$ cat src/sv/fse_pkg.sv
// ----------------------------------------------------------------------------
// fse_pkg
// Shared constants, types and helper functions of the format string engine.
// ----------------------------------------------------------------------------
package fse_pkg;

  localparam int MAX_DIGITS = 20;
  localparam int COUNT_BITS = 31;
  localparam int ARG_W      = 64;
  localparam int BCD_W      = 4 * MAX_DIGITS;
  localparam int LEN_W      = $clog2(MAX_DIGITS + 2);
  localparam int STEP_W     = $clog2(ARG_W + 1);
  localparam int TOT_W      = 31;

  localparam logic [2:0] KIND_FMT      = 3'd0;
  localparam logic [2:0] KIND_ARG      = 3'd1;
  localparam logic [2:0] KIND_STR_BYTE = 3'd2;
  localparam logic [2:0] KIND_STR_END  = 3'd3;
  localparam logic [2:0] KIND_FMT_END  = 3'd4;

  localparam logic [7:0] CH_PCT   = 8'h25;
  localparam logic [7:0] CH_C     = 8'h63;
  localparam logic [7:0] CH_D     = 8'h64;
  localparam logic [7:0] CH_P     = 8'h70;
  localparam logic [7:0] CH_S     = 8'h73;
  localparam logic [7:0] CH_Z     = 8'h7a;
  localparam logic [7:0] CH_U     = 8'h75;
  localparam logic [7:0] CH_MINUS = 8'h2d;
  localparam logic [7:0] CH_ZERO  = 8'h30;
  localparam logic [7:0] CH_X     = 8'h78;
  localparam logic [7:0] CH_A_LOW = 8'h61;

  localparam logic [3:0] NIB_MASK = 4'hF;
  localparam logic [3:0] DEC_BASE = 4'd10;

  typedef enum logic [1:0] {RUN_NONE, RUN_LIT, RUN_DEC, RUN_HEX} run_t;

  typedef struct packed {
    logic       load;
    logic       setup;
    run_t       run_type;
    logic [7:0] lit0;
    logic [7:0] lit1;
    logic [7:0] lit2;
    logic [1:0] lit_len;
    logic       lit_from_arg;
    logic       conv_start;
    logic       dec_signed;
    logic       conv_step;
    logic       reserve;
    logic       set_err;
    logic       idx_clr;
    logic       emit_char;
    logic       char_last;
    logic       emit_fin;
    logic       emit_ovf;
    logic       clear;
  } cmd_t;

  typedef struct packed {
    logic [2:0]       kind;
    logic [7:0]       ch;
    logic             conv_done;
    logic [LEN_W-1:0] run_len;
    logic             fits;
    logic             err;
    logic             out_free;
    logic             idx_last;
  } st_t;

  function automatic logic [7:0] hex_char(input logic [3:0] n);
    if (n < DEC_BASE) return CH_ZERO + {4'd0, n};
    else return CH_A_LOW + {4'd0, n} - {4'd0, DEC_BASE};
  endfunction

endpackage

$ cat src/sv/fse_dpath.sv
// ----------------------------------------------------------------------------
// fse_dpath
// Item latch, binary to decimal converter, character selection, count
// tracking and the result register.
// ----------------------------------------------------------------------------
module fse_dpath (
  input  logic                       clk,
  input  logic                       rst_n,
  input  fse_pkg::cmd_t              cmd,
  output fse_pkg::st_t               st,
  input  logic [2:0]                 in_kind,
  input  logic [7:0]                 in_char_in,
  input  logic [fse_pkg::ARG_W-1:0]  in_arg_value,
  output logic                       out_valid,
  input  logic                       out_stall,
  output logic                       out_has_char,
  output logic [7:0]                 out_char_out,
  output logic                       out_run_last,
  output logic                       out_finished,
  output logic [fse_pkg::TOT_W-1:0]  out_total_written,
  output logic                       out_overflow
);
  import fse_pkg::*;

  localparam logic [COUNT_BITS-1:0] LIMIT = {COUNT_BITS{1'b1}};

  logic [2:0]            kind_r;
  logic [7:0]            ch_r;
  logic [ARG_W-1:0]      arg_r;
  run_t                  run_r;
  logic [7:0]            lit0_r, lit1_r, lit2_r;
  logic [1:0]            lit_len_r;
  logic [ARG_W-1:0]      bin_r;
  logic [BCD_W-1:0]      bcd_r;
  logic                  trunc_r;
  logic                  neg_r;
  logic [STEP_W-1:0]     step_r;
  logic [COUNT_BITS-1:0] count_r;
  logic                  err_r;
  logic [LEN_W-1:0]      idx_r;

  logic                  ov_r;
  logic                  has_r, last_r, fin_r, ovf_r;
  logic [7:0]            char_r;
  logic [TOT_W-1:0]      tot_r;

  logic [BCD_W-1:0]      adj;
  logic [LEN_W-1:0]      ndig;
  logic [LEN_W-1:0]      run_len;
  logic [LEN_W-1:0]      dpos;
  logic [2:0]            hj;
  logic [7:0]            char_sel;
  logic [31:0]           mag32;
  logic                  out_free;
  logic [63:0]           count_wide;

  // add-3 correction ahead of each shift
  always_comb begin
    for (int k = 0; k < MAX_DIGITS; k++) begin
      if (bcd_r[4*k +: 4] >= 4'd5) adj[4*k +: 4] = bcd_r[4*k +: 4] + 4'd3;
      else adj[4*k +: 4] = bcd_r[4*k +: 4];
    end
  end

  always_comb begin
    ndig = LEN_W'(1);
    for (int k = 0; k < MAX_DIGITS; k++) begin
      if (bcd_r[4*k +: 4] != 4'd0) ndig = LEN_W'(k + 1);
    end
    if (trunc_r) ndig = LEN_W'(MAX_DIGITS);
  end

  always_comb begin
    case (run_r)
      RUN_LIT: run_len = LEN_W'(lit_len_r);
      RUN_DEC: run_len = ndig + LEN_W'(neg_r);
      RUN_HEX: run_len = LEN_W'(10);
      default: run_len = '0;
    endcase
  end

  always_comb begin
    dpos     = ndig - LEN_W'(1) - idx_r + LEN_W'(neg_r);
    hj       = 3'(idx_r - LEN_W'(2));
    char_sel = 8'd0;
    case (run_r)
      RUN_LIT: begin
        case (idx_r[1:0])
          2'd0:    char_sel = lit0_r;
          2'd1:    char_sel = lit1_r;
          default: char_sel = lit2_r;
        endcase
      end
      RUN_DEC: begin
        if (neg_r && idx_r == '0) char_sel = CH_MINUS;
        else char_sel = CH_ZERO + {4'd0, bcd_r[4*dpos +: 4] & NIB_MASK};
      end
      RUN_HEX: begin
        if (idx_r == LEN_W'(0)) char_sel = CH_ZERO;
        else if (idx_r == LEN_W'(1)) char_sel = CH_X;
        else char_sel = hex_char(arg_r[4*(3'd7 - hj) +: 4]);
      end
      default: char_sel = 8'd0;
    endcase
  end

  assign mag32      = arg_r[31] ? (~arg_r[31:0] + 32'd1) : arg_r[31:0];
  assign out_free   = !ov_r || !out_stall;
  assign count_wide = 64'(count_r);

  assign st.kind      = kind_r;
  assign st.ch        = ch_r;
  assign st.conv_done = (step_r == STEP_W'(ARG_W));
  assign st.run_len   = run_len;
  assign st.fits      = !err_r && ((LIMIT - count_r) >= COUNT_BITS'(run_len));
  assign st.err       = err_r;
  assign st.out_free  = out_free;
  assign st.idx_last  = (idx_r == run_len - LEN_W'(1));

  always_ff @(posedge clk) begin
    if (!rst_n) begin
      count_r <= '0;
      err_r   <= 1'b0;
      ov_r    <= 1'b0;
      run_r   <= RUN_NONE;
    end else begin
      if (cmd.emit_char || cmd.emit_fin || cmd.emit_ovf) ov_r <= 1'b1;
      else if (!out_stall) ov_r <= 1'b0;
      if (cmd.setup) run_r <= cmd.run_type;
      if (cmd.reserve) count_r <= count_r + COUNT_BITS'(run_len);
      if (cmd.set_err) err_r <= 1'b1;
      if (cmd.clear) begin
        count_r <= '0;
        err_r   <= 1'b0;
      end
    end
  end

  always_ff @(posedge clk) begin
    if (cmd.load) begin
      kind_r <= in_kind;
      ch_r   <= in_char_in;
      arg_r  <= in_arg_value;
    end
    if (cmd.setup) begin
      lit0_r    <= cmd.lit_from_arg ? arg_r[7:0] : cmd.lit0;
      lit1_r    <= cmd.lit1;
      lit2_r    <= cmd.lit2;
      lit_len_r <= cmd.lit_len;
    end
    // sign flag only matters for decimal runs, which always start a conversion
    if (cmd.conv_start) begin
      bin_r   <= cmd.dec_signed ? {32'd0, mag32} : arg_r;
      neg_r   <= cmd.dec_signed & arg_r[31];
      bcd_r   <= '0;
      trunc_r <= 1'b0;
      step_r  <= '0;
    end else if (cmd.conv_step) begin
      bcd_r   <= {adj[BCD_W-2:0], bin_r[ARG_W-1]};
      bin_r   <= {bin_r[ARG_W-2:0], 1'b0};
      trunc_r <= trunc_r | adj[BCD_W-1];
      step_r  <= step_r + STEP_W'(1);
    end
    if (cmd.idx_clr) idx_r <= '0;
    else if (cmd.emit_char) idx_r <= idx_r + LEN_W'(1);
    if (cmd.emit_char) begin
      has_r  <= 1'b1;
      char_r <= char_sel;
      last_r <= cmd.char_last;
      fin_r  <= 1'b0;
      tot_r  <= '0;
      ovf_r  <= 1'b0;
    end else if (cmd.emit_fin) begin
      has_r  <= 1'b0;
      char_r <= 8'd0;
      last_r <= 1'b1;
      fin_r  <= 1'b1;
      tot_r  <= err_r ? '0 : count_wide[TOT_W-1:0];
      ovf_r  <= err_r;
    end else if (cmd.emit_ovf) begin
      has_r  <= 1'b0;
      char_r <= 8'd0;
      last_r <= 1'b1;
      fin_r  <= 1'b0;
      tot_r  <= '0;
      ovf_r  <= 1'b1;
    end
  end

  assign out_valid         = ov_r;
  assign out_has_char      = has_r;
  assign out_char_out      = char_r;
  assign out_run_last      = last_r;
  assign out_finished      = fin_r;
  assign out_total_written = tot_r;
  assign out_overflow      = ovf_r;

endmodule

$ cat src/sv/fse_ctrl.sv
// ----------------------------------------------------------------------------
// fse_ctrl
// Format parser and sequencer: decodes each transaction, runs the decimal
// conversion, checks the count limit and steps through the results.
// ----------------------------------------------------------------------------
module fse_ctrl (
  input  logic          clk,
  input  logic          rst_n,
  input  logic          in_valid,
  output logic          in_stall,
  output fse_pkg::cmd_t cmd,
  input  fse_pkg::st_t  st
);
  import fse_pkg::*;

  typedef enum logic [2:0] {
    S_IDLE, S_DECODE, S_CONV, S_CHECK, S_EMIT, S_FIN, S_OVF
  } state_t;

  typedef enum logic [2:0] {
    M_LIT, M_PCT, M_Z, M_ARG, M_STR, M_VERB
  } mode_t;

  typedef enum logic [1:0] {SP_C, SP_D, SP_P, SP_ZU} spec_t;

  state_t state_r, state_nxt;
  mode_t  mode_r, mode_nxt;
  spec_t  spec_r, spec_nxt;
  logic   fin_r, fin_nxt;

  always_comb begin
    cmd       = '0;
    state_nxt = state_r;
    mode_nxt  = mode_r;
    spec_nxt  = spec_r;
    fin_nxt   = fin_r;
    in_stall  = (state_r != S_IDLE);
    case (state_r)
      S_IDLE: begin
        if (in_valid) begin
          cmd.load  = 1'b1;
          state_nxt = S_DECODE;
        end
      end
      S_DECODE: begin
        cmd.setup    = 1'b1;
        cmd.run_type = RUN_NONE;
        cmd.lit0     = st.ch;
        cmd.lit_len  = 2'd1;
        fin_nxt      = 1'b0;
        state_nxt    = S_CHECK;
        case (st.kind)
          KIND_FMT: begin
            case (mode_r)
              M_LIT: begin
                if (st.ch == CH_PCT) mode_nxt = M_PCT;
                else cmd.run_type = RUN_LIT;
              end
              M_PCT: begin
                if (st.ch == CH_PCT) begin
                  cmd.run_type = RUN_LIT;
                  mode_nxt     = M_LIT;
                end else if (st.ch == CH_C) begin
                  spec_nxt = SP_C;
                  mode_nxt = M_ARG;
                end else if (st.ch == CH_D) begin
                  spec_nxt = SP_D;
                  mode_nxt = M_ARG;
                end else if (st.ch == CH_P) begin
                  spec_nxt = SP_P;
                  mode_nxt = M_ARG;
                end else if (st.ch == CH_S) begin
                  mode_nxt = M_STR;
                end else if (st.ch == CH_Z) begin
                  mode_nxt = M_Z;
                end else begin
                  cmd.run_type = RUN_LIT;
                  cmd.lit0     = CH_PCT;
                  cmd.lit1     = st.ch;
                  cmd.lit_len  = 2'd2;
                  mode_nxt     = M_VERB;
                end
              end
              M_Z: begin
                if (st.ch == CH_U) begin
                  spec_nxt = SP_ZU;
                  mode_nxt = M_ARG;
                end else begin
                  cmd.run_type = RUN_LIT;
                  cmd.lit0     = CH_PCT;
                  cmd.lit1     = CH_Z;
                  cmd.lit2     = st.ch;
                  cmd.lit_len  = 2'd3;
                  mode_nxt     = M_VERB;
                end
              end
              M_VERB: cmd.run_type = RUN_LIT;
              default: ;
            endcase
          end
          KIND_ARG: begin
            if (mode_r == M_ARG) begin
              mode_nxt = M_LIT;
              case (spec_r)
                SP_C: begin
                  cmd.run_type     = RUN_LIT;
                  cmd.lit_from_arg = 1'b1;
                end
                SP_D: begin
                  cmd.run_type   = RUN_DEC;
                  cmd.conv_start = 1'b1;
                  cmd.dec_signed = 1'b1;
                  state_nxt      = S_CONV;
                end
                SP_P: cmd.run_type = RUN_HEX;
                default: begin
                  cmd.run_type   = RUN_DEC;
                  cmd.conv_start = 1'b1;
                  state_nxt      = S_CONV;
                end
              endcase
            end
          end
          KIND_STR_BYTE: begin
            if (mode_r == M_STR) cmd.run_type = RUN_LIT;
          end
          KIND_STR_END: begin
            if (mode_r == M_STR) mode_nxt = M_LIT;
          end
          KIND_FMT_END: begin
            fin_nxt = 1'b1;
            if (mode_r == M_PCT) begin
              cmd.run_type = RUN_LIT;
              cmd.lit0     = CH_PCT;
            end else if (mode_r == M_Z) begin
              cmd.run_type = RUN_LIT;
              cmd.lit0     = CH_PCT;
              cmd.lit1     = CH_Z;
              cmd.lit_len  = 2'd2;
            end
          end
          default: ;
        endcase
      end
      S_CONV: begin
        if (st.conv_done) state_nxt = S_CHECK;
        else cmd.conv_step = 1'b1;
      end
      S_CHECK: begin
        cmd.idx_clr = 1'b1;
        if (st.run_len != '0 && st.fits) begin
          cmd.reserve = 1'b1;
          state_nxt   = S_EMIT;
        end else if (fin_r) begin
          state_nxt = S_FIN;
        end else if (st.run_len != '0 && !st.err) begin
          // first overflow of this call reports once
          cmd.set_err = 1'b1;
          state_nxt   = S_OVF;
        end else begin
          state_nxt = S_IDLE;
        end
        if (st.run_len != '0 && !st.fits && !st.err) cmd.set_err = 1'b1;
      end
      S_EMIT: begin
        if (st.out_free) begin
          cmd.emit_char = 1'b1;
          cmd.char_last = st.idx_last & !fin_r;
          if (st.idx_last) state_nxt = fin_r ? S_FIN : S_IDLE;
        end
      end
      S_FIN: begin
        if (st.out_free) begin
          cmd.emit_fin = 1'b1;
          cmd.clear    = 1'b1;
          mode_nxt     = M_LIT;
          spec_nxt     = SP_C;
          state_nxt    = S_IDLE;
        end
      end
      S_OVF: begin
        if (st.out_free) begin
          cmd.emit_ovf = 1'b1;
          state_nxt    = S_IDLE;
        end
      end
      default: state_nxt = S_IDLE;
    endcase
  end

  always_ff @(posedge clk) begin
    if (!rst_n) begin
      state_r <= S_IDLE;
      mode_r  <= M_LIT;
      spec_r  <= SP_C;
      fin_r   <= 1'b0;
    end else begin
      state_r <= state_nxt;
      mode_r  <= mode_nxt;
      spec_r  <= spec_nxt;
      fin_r   <= fin_nxt;
    end
  end

endmodule

$ cat src/sv/format_string_engine_unit.sv
// ----------------------------------------------------------------------------
// format_string_engine_unit
// Streaming printf subset: literal text, %%, %c, %d, %p, %s and %zu.
// ----------------------------------------------------------------------------
// One transaction is taken at a time. A transaction's characters leave through
// the output register one character a cycle while the output does not stall.
// %d and %zu first run a shift-and-add-3 binary to decimal converter that
// handles one argument bit a cycle. Format end adds a finished result after
// the characters. Output stalls hold the sequencer in place.
module format_string_engine_unit (
  input  logic                       clk,
  input  logic                       rst_n,
  input  logic                       in_valid,
  output logic                       in_stall,
  input  logic [2:0]                 in_kind,
  input  logic [7:0]                 in_char_in,
  input  logic [fse_pkg::ARG_W-1:0]  in_arg_value,
  output logic                       out_valid,
  input  logic                       out_stall,
  output logic                       out_has_char,
  output logic [7:0]                 out_char_out,
  output logic                       out_run_last,
  output logic                       out_finished,
  output logic [fse_pkg::TOT_W-1:0]  out_total_written,
  output logic                       out_overflow
);
  import fse_pkg::*;

  cmd_t cmd;
  st_t  st;

  fse_ctrl u_ctrl (
    .clk      (clk),
    .rst_n    (rst_n),
    .in_valid (in_valid),
    .in_stall (in_stall),
    .cmd      (cmd),
    .st       (st)
  );

  fse_dpath u_dpath (
    .clk               (clk),
    .rst_n             (rst_n),
    .cmd               (cmd),
    .st                (st),
    .in_kind           (in_kind),
    .in_char_in        (in_char_in),
    .in_arg_value      (in_arg_value),
    .out_valid         (out_valid),
    .out_stall         (out_stall),
    .out_has_char      (out_has_char),
    .out_char_out      (out_char_out),
    .out_run_last      (out_run_last),
    .out_finished      (out_finished),
    .out_total_written (out_total_written),
    .out_overflow      (out_overflow)
  );

endmodule

$ cat config.mk
export PLATFORM = sky130hd
export DESIGN_NAME = format_string_engine_unit
export DESIGN_NICKNAME = d
export VERILOG_FILES = /design/src/sv/fse_pkg.sv /design/src/sv/fse_dpath.sv /design/src/sv/fse_ctrl.sv /design/src/sv/format_string_engine_unit.sv
export SDC_FILE = /design/constraint.sdc
export NUM_CORES = 1
export LEC_CHECK = 0
export CAP_MARGIN = 15
export CELL_PAD_IN_SITES_DETAIL_PLACEMENT = 0
export CELL_PAD_IN_SITES_GLOBAL_PLACEMENT = 1
export CORE_AREA = 2 2 225 172
export CTS_BUF_LIST = sky130_fd_sc_hd__clkbuf_8 sky130_fd_sc_hd__clkbuf_16
export DETAILED_ROUTE_END_ITERATION = 6
export DIE_AREA = 0 0 227 174
export DONT_BUFFER_PORTS = 1
export PLACE_DENSITY = 0.76
export SLEW_MARGIN = 30
export SYNTH_ARGS = -nofsm -noshare
export SYNTH_HDL_FRONTEND = slang
export SYNTH_HIERARCHICAL = 1
export SYNTH_SLANG_ARGS = --single-unit
export TNS_END_PERCENT = 5
$ cat constraint.sdc
create_clock -name clk -period 5.9 [get_ports clk]
set_clock_uncertainty 0.1 [all_clocks]
set_input_delay 0.59 -clock clk [delete_from_list [all_inputs] [get_ports clk]]
set_output_delay 0.59 -clock clk [all_outputs]
set_load 0.005 [all_outputs]
==> results.sh <==
export IMPL_cellLeakagePower_nw=7.44
export IMPL_maximum_number_of_buffers_from_clock_root_to_sink=3
export IMPL_synth_seq_cells=346
export IMPL_final_period_minus_worst_setup_slack_ns=5.50
export IMPL_final_hold_viol_count=0
export IMPL_r2r_end="u_dpath/count_r[30]$_SDFFE_PP0P_"
export IMPL_finalNetCount=1958
export IMPL_max_slew_violations=0
export IMPL_ios=124
export IMPL_max_cap_violations=0
export IMPL_netlist_top_cells_area="sky130_fd_sc_hd__edfxtp_1 (29%), sky130_fd_sc_hd__dfxtp_1 (19%), sky130_fd_sc_hd__ha_1 (4.4%)"
export IMPL_crit_cells=27
export IMPL_die_y_um=174
export IMPL_setup_worst_path_class="reg2reg"
export IMPL_post_synth_top_count_cell="sky130_fd_sc_hd__nor2_1"
export IMPL_fmax_mhz=182
export IMPL_path_delay_family="compound AO/OA/AOI/OAI gates"
export IMPL_drt_antenna_violating_nets=0
export IMPL_slew_headroom=0.390
export IMPL_finalWirelength_um=40200
export IMPL_detailed_place_hpwl_um=27700
export IMPL_drt_iter0_drc=1041
export IMPL_area_growth_syn_to_layout_pct=9.77
export IMPL_postSynthCellCount=1836
export IMPL_cts_h_tree_depth=2
export IMPL_place_gp_congestion=0.897
export IMPL_timing_final_setup_violations=0
export IMPL_r2r_depth=27
export IMPL_crit_path_slowest_cell="sky130_fd_sc_hd__or3b_2"
export IMPL_crit_path_end="u_dpath/count_r[30]$_SDFFE_PP0P_"
export IMPL_regToRegSetupSlack_ns=0.40
export IMPL_routed_via_count=13100
export IMPL_postSynth_asyncResetShare=0
export IMPL_yosysSeqAreaShare=0.471
export IMPL_post_route_cells_drive_above_1_share=0.108
export IMPL_drt_pass1_iterations=6
export IMPL_regToRegStartpoint="u_dpath/bcd_r[4]$_SDFFE_PP0P_"
export IMPL_post_synth_num_cell_types=101
export IMPL_final_period_utilization=0.932
export IMPL_remaining_global_route_overflow=0
export IMPL_power_density_cell_area_nw_per_um2=325
export IMPL_placement_io_buffers=0
export IMPL_cp_data_required_time_ns=6.27
export IMPL_global_route_usage_total=0.204
export IMPL_synth_enable_flop_cells=175
export IMPL_die_area_um2=39500
export IMPL_cts_clk_slew_worst_paths_ns=0.06
export IMPL_start_kind="register"
export IMPL_root_buffer="sky130_fd_sc_hd__clkbuf_16"
export IMPL_cp_buffers_inverters=2
export IMPL_first_global_vias=12200
export IMPL_syn_nets=1983
export IMPL_critPathCaptureType="register"
export IMPL_worst_hold_slack_ns=0.0365
export IMPL_postLayoutCoreUtil=0.538
export IMPL_avgViaCountPerCell=5.58
export IMPL_worst_pin_slew_ns=0.915
export IMPL_drcViolationCount=0
export IMPL_hold_class="in2reg"
export IMPL_cell_types_with_the_highest_counts_after_synthesis="sky130_fd_sc_hd__nor2_1 (201), sky130_fd_sc_hd__edfxtp_1 (175), sky130_fd_sc_hd__dfxtp_1 (171)"
export IMPL_floorplan_core_area_um2=37500
export IMPL_startpoint="u_dpath/bcd_r[4]$_SDFFE_PP0P_"
export IMPL_antenna_found_initial=0
export IMPL_worstPathArrival_ns=5.87
export IMPL_antenna_cells_inserted=0
export IMPL_crit_path_max_fanout=7
export IMPL_ir_drop_uv=336
export IMPL_clk_insertion_delay_late_ns=0.54
export IMPL_grt_pass1_wl_um=65600
export IMPL_initial_utilization=0.491
export IMPL_yosysWarningCount=6
export IMPL_die_w_um=227
export IMPL_cts_made_buffers=38
export IMPL_dominantRegCellSynth="sky130_fd_sc_hd__edfxtp_1"
export IMPL_run_status="completed"
export IMPL_syn_area_per_cell_um2=10.0
export IMPL_wire_per_inst_um=17.1
export IMPL_mappedNetlistArea_um2=18400
export IMPL_grt_start_max_net_pins=101
export IMPL_cts_tree="done"
export IMPL_rows=62
export IMPL_netlist_top_cell_by_area="sky130_fd_sc_hd__edfxtp_1"
export IMPL_crit_path_frequent_cell="sky130_fd_sc_hd__o21ai_0"
export IMPL_critical_path_max_stage_delay_ns=0.47
export IMPL_synth_top_cell_area_share=0.285
export IMPL_numClockSinks=346
-- logic make-up after synthesis --
logic type / synth area share
and+or+nand+nor: 0.169
AOI/OAI and AO/OA: 0.140
DFF: 0.471
buffers and inverters: 0.0449
xor gates and xnor gates: 0.0547
muxes: 0.0728
adders and majority gates: 0.0474
-- cell usage in the layout, fill, tap and decap left out, drive strengths merged, types with 47 or more instances in the layout --
cell type / synthesis / layout
nor2: 202 / 202
edfxtp: 175 / 175
dfxtp: 171 / 171
a21oi: 144 / 144
nand2: 135 / 135
o21ai: 131 / 131
inv: 113 / 124
xnor2: 66 / 66
ha: 65 / 65
xor2: 49 / 49
nor3: 47 / 47
-- power breakdown --
part / total [W] / internal (W) / switching [W] / leakage (nW)
Sequential: 0.00283 / 0.00270 / 0.000135 / 3.02
Clock: 0.00239 / 0.00141 / 0.000980 / 0.644
Combinational: 0.00134 / 0.000612 / 0.000728 / 3.77
Total: 0.00656 / 0.00472 / 0.00184 / 7.44
-- stage by stage --
stage / cells / worst slack [ns] / power, W / instance area, um^2 / setup TNS (ns)
2_1_floorplan: 1836 / 0.614 / 0.00391 / 18400 / 0
3_3_place_gp: 2277 / 0.191 / 0.00418 / 18900 / 0
3_5_place_dp: 2277 / 0.0462 / 0.00420 / 18900 / 0
4_1_cts: 2346 / 0.0182 / 0.00661 / 20100 / 0
5_1_grt: 2352 / -0.0213 / 0.00689 / 20200 / -0.0477
6_report: 2352 / 0.402 / 0.00656 / 20200 / 0
-- repair_timing --
item	in CTS	in global routing
endpoints found under the setup margin	0	25
hold buffers	0	0
buffers inserted	0	5
gates resized for setup	0	7
-- flip-flops by register name, indices dropped and copies added (netlist names), 7 cells and up --
name / count
u_dpath/bin_r: 64
u_dpath/count_r: 31
u_dpath/lit0_r: 8
u_dpath/lit2_r: 8
u_dpath/step_r: 7
u_dpath/bcd_r: 80
u_dpath/lit1_r: 8
u_dpath/out_total_written: 31
u_dpath/arg_r: 64
u_dpath/ch_r: 8
u_dpath/out_char_out: 8
-- area by class of cell --
cell class,instances,area [um^2]
clock inverter,28,262
tap,512,641
fill,3371,17300
timing repair buffer,24,225
multi-input combinational,1288,8980
sequential,346,8680
inverter,113,424
clock buffer,41,1000
-- worst min-delay path by stage --
stage,end,depth (start not counted),startpoint,slack (ns)
after floorplan,u_dpath/out_has_char$_SDFFE_PP1P_,1,u_dpath/out_has_char$_SDFFE_PP1P_,0.35
after global placement,u_dpath/bcd_r[0]$_SDFFE_PP0P_,2,u_dpath/bin_r[63]$_DFFE_PP_,0.37
after detailed placement,u_dpath/step_r[6]$_SDFFE_PP0P_,2,u_dpath/step_r[6]$_SDFFE_PP0P_,0.38
after CTS,u_dpath/kind_r[1]$_DFFE_PP_,0,in_kind[1],0.01
after global routing,u_dpath/arg_r[61]$_DFFE_PP_,0,in_arg_value[61],0.01
final,u_dpath/kind_r[1]$_DFFE_PP_,0,in_kind[1],0.04
-- routing by layer --
layer	GRT usage	part of all wire
met1	0.320	0.52
met3	0.0360	0.052
met5	0	0
met4	0.0477	0.020
met2	0.291	0.41
Note: power is estimated with default switching activity, not from simulation.
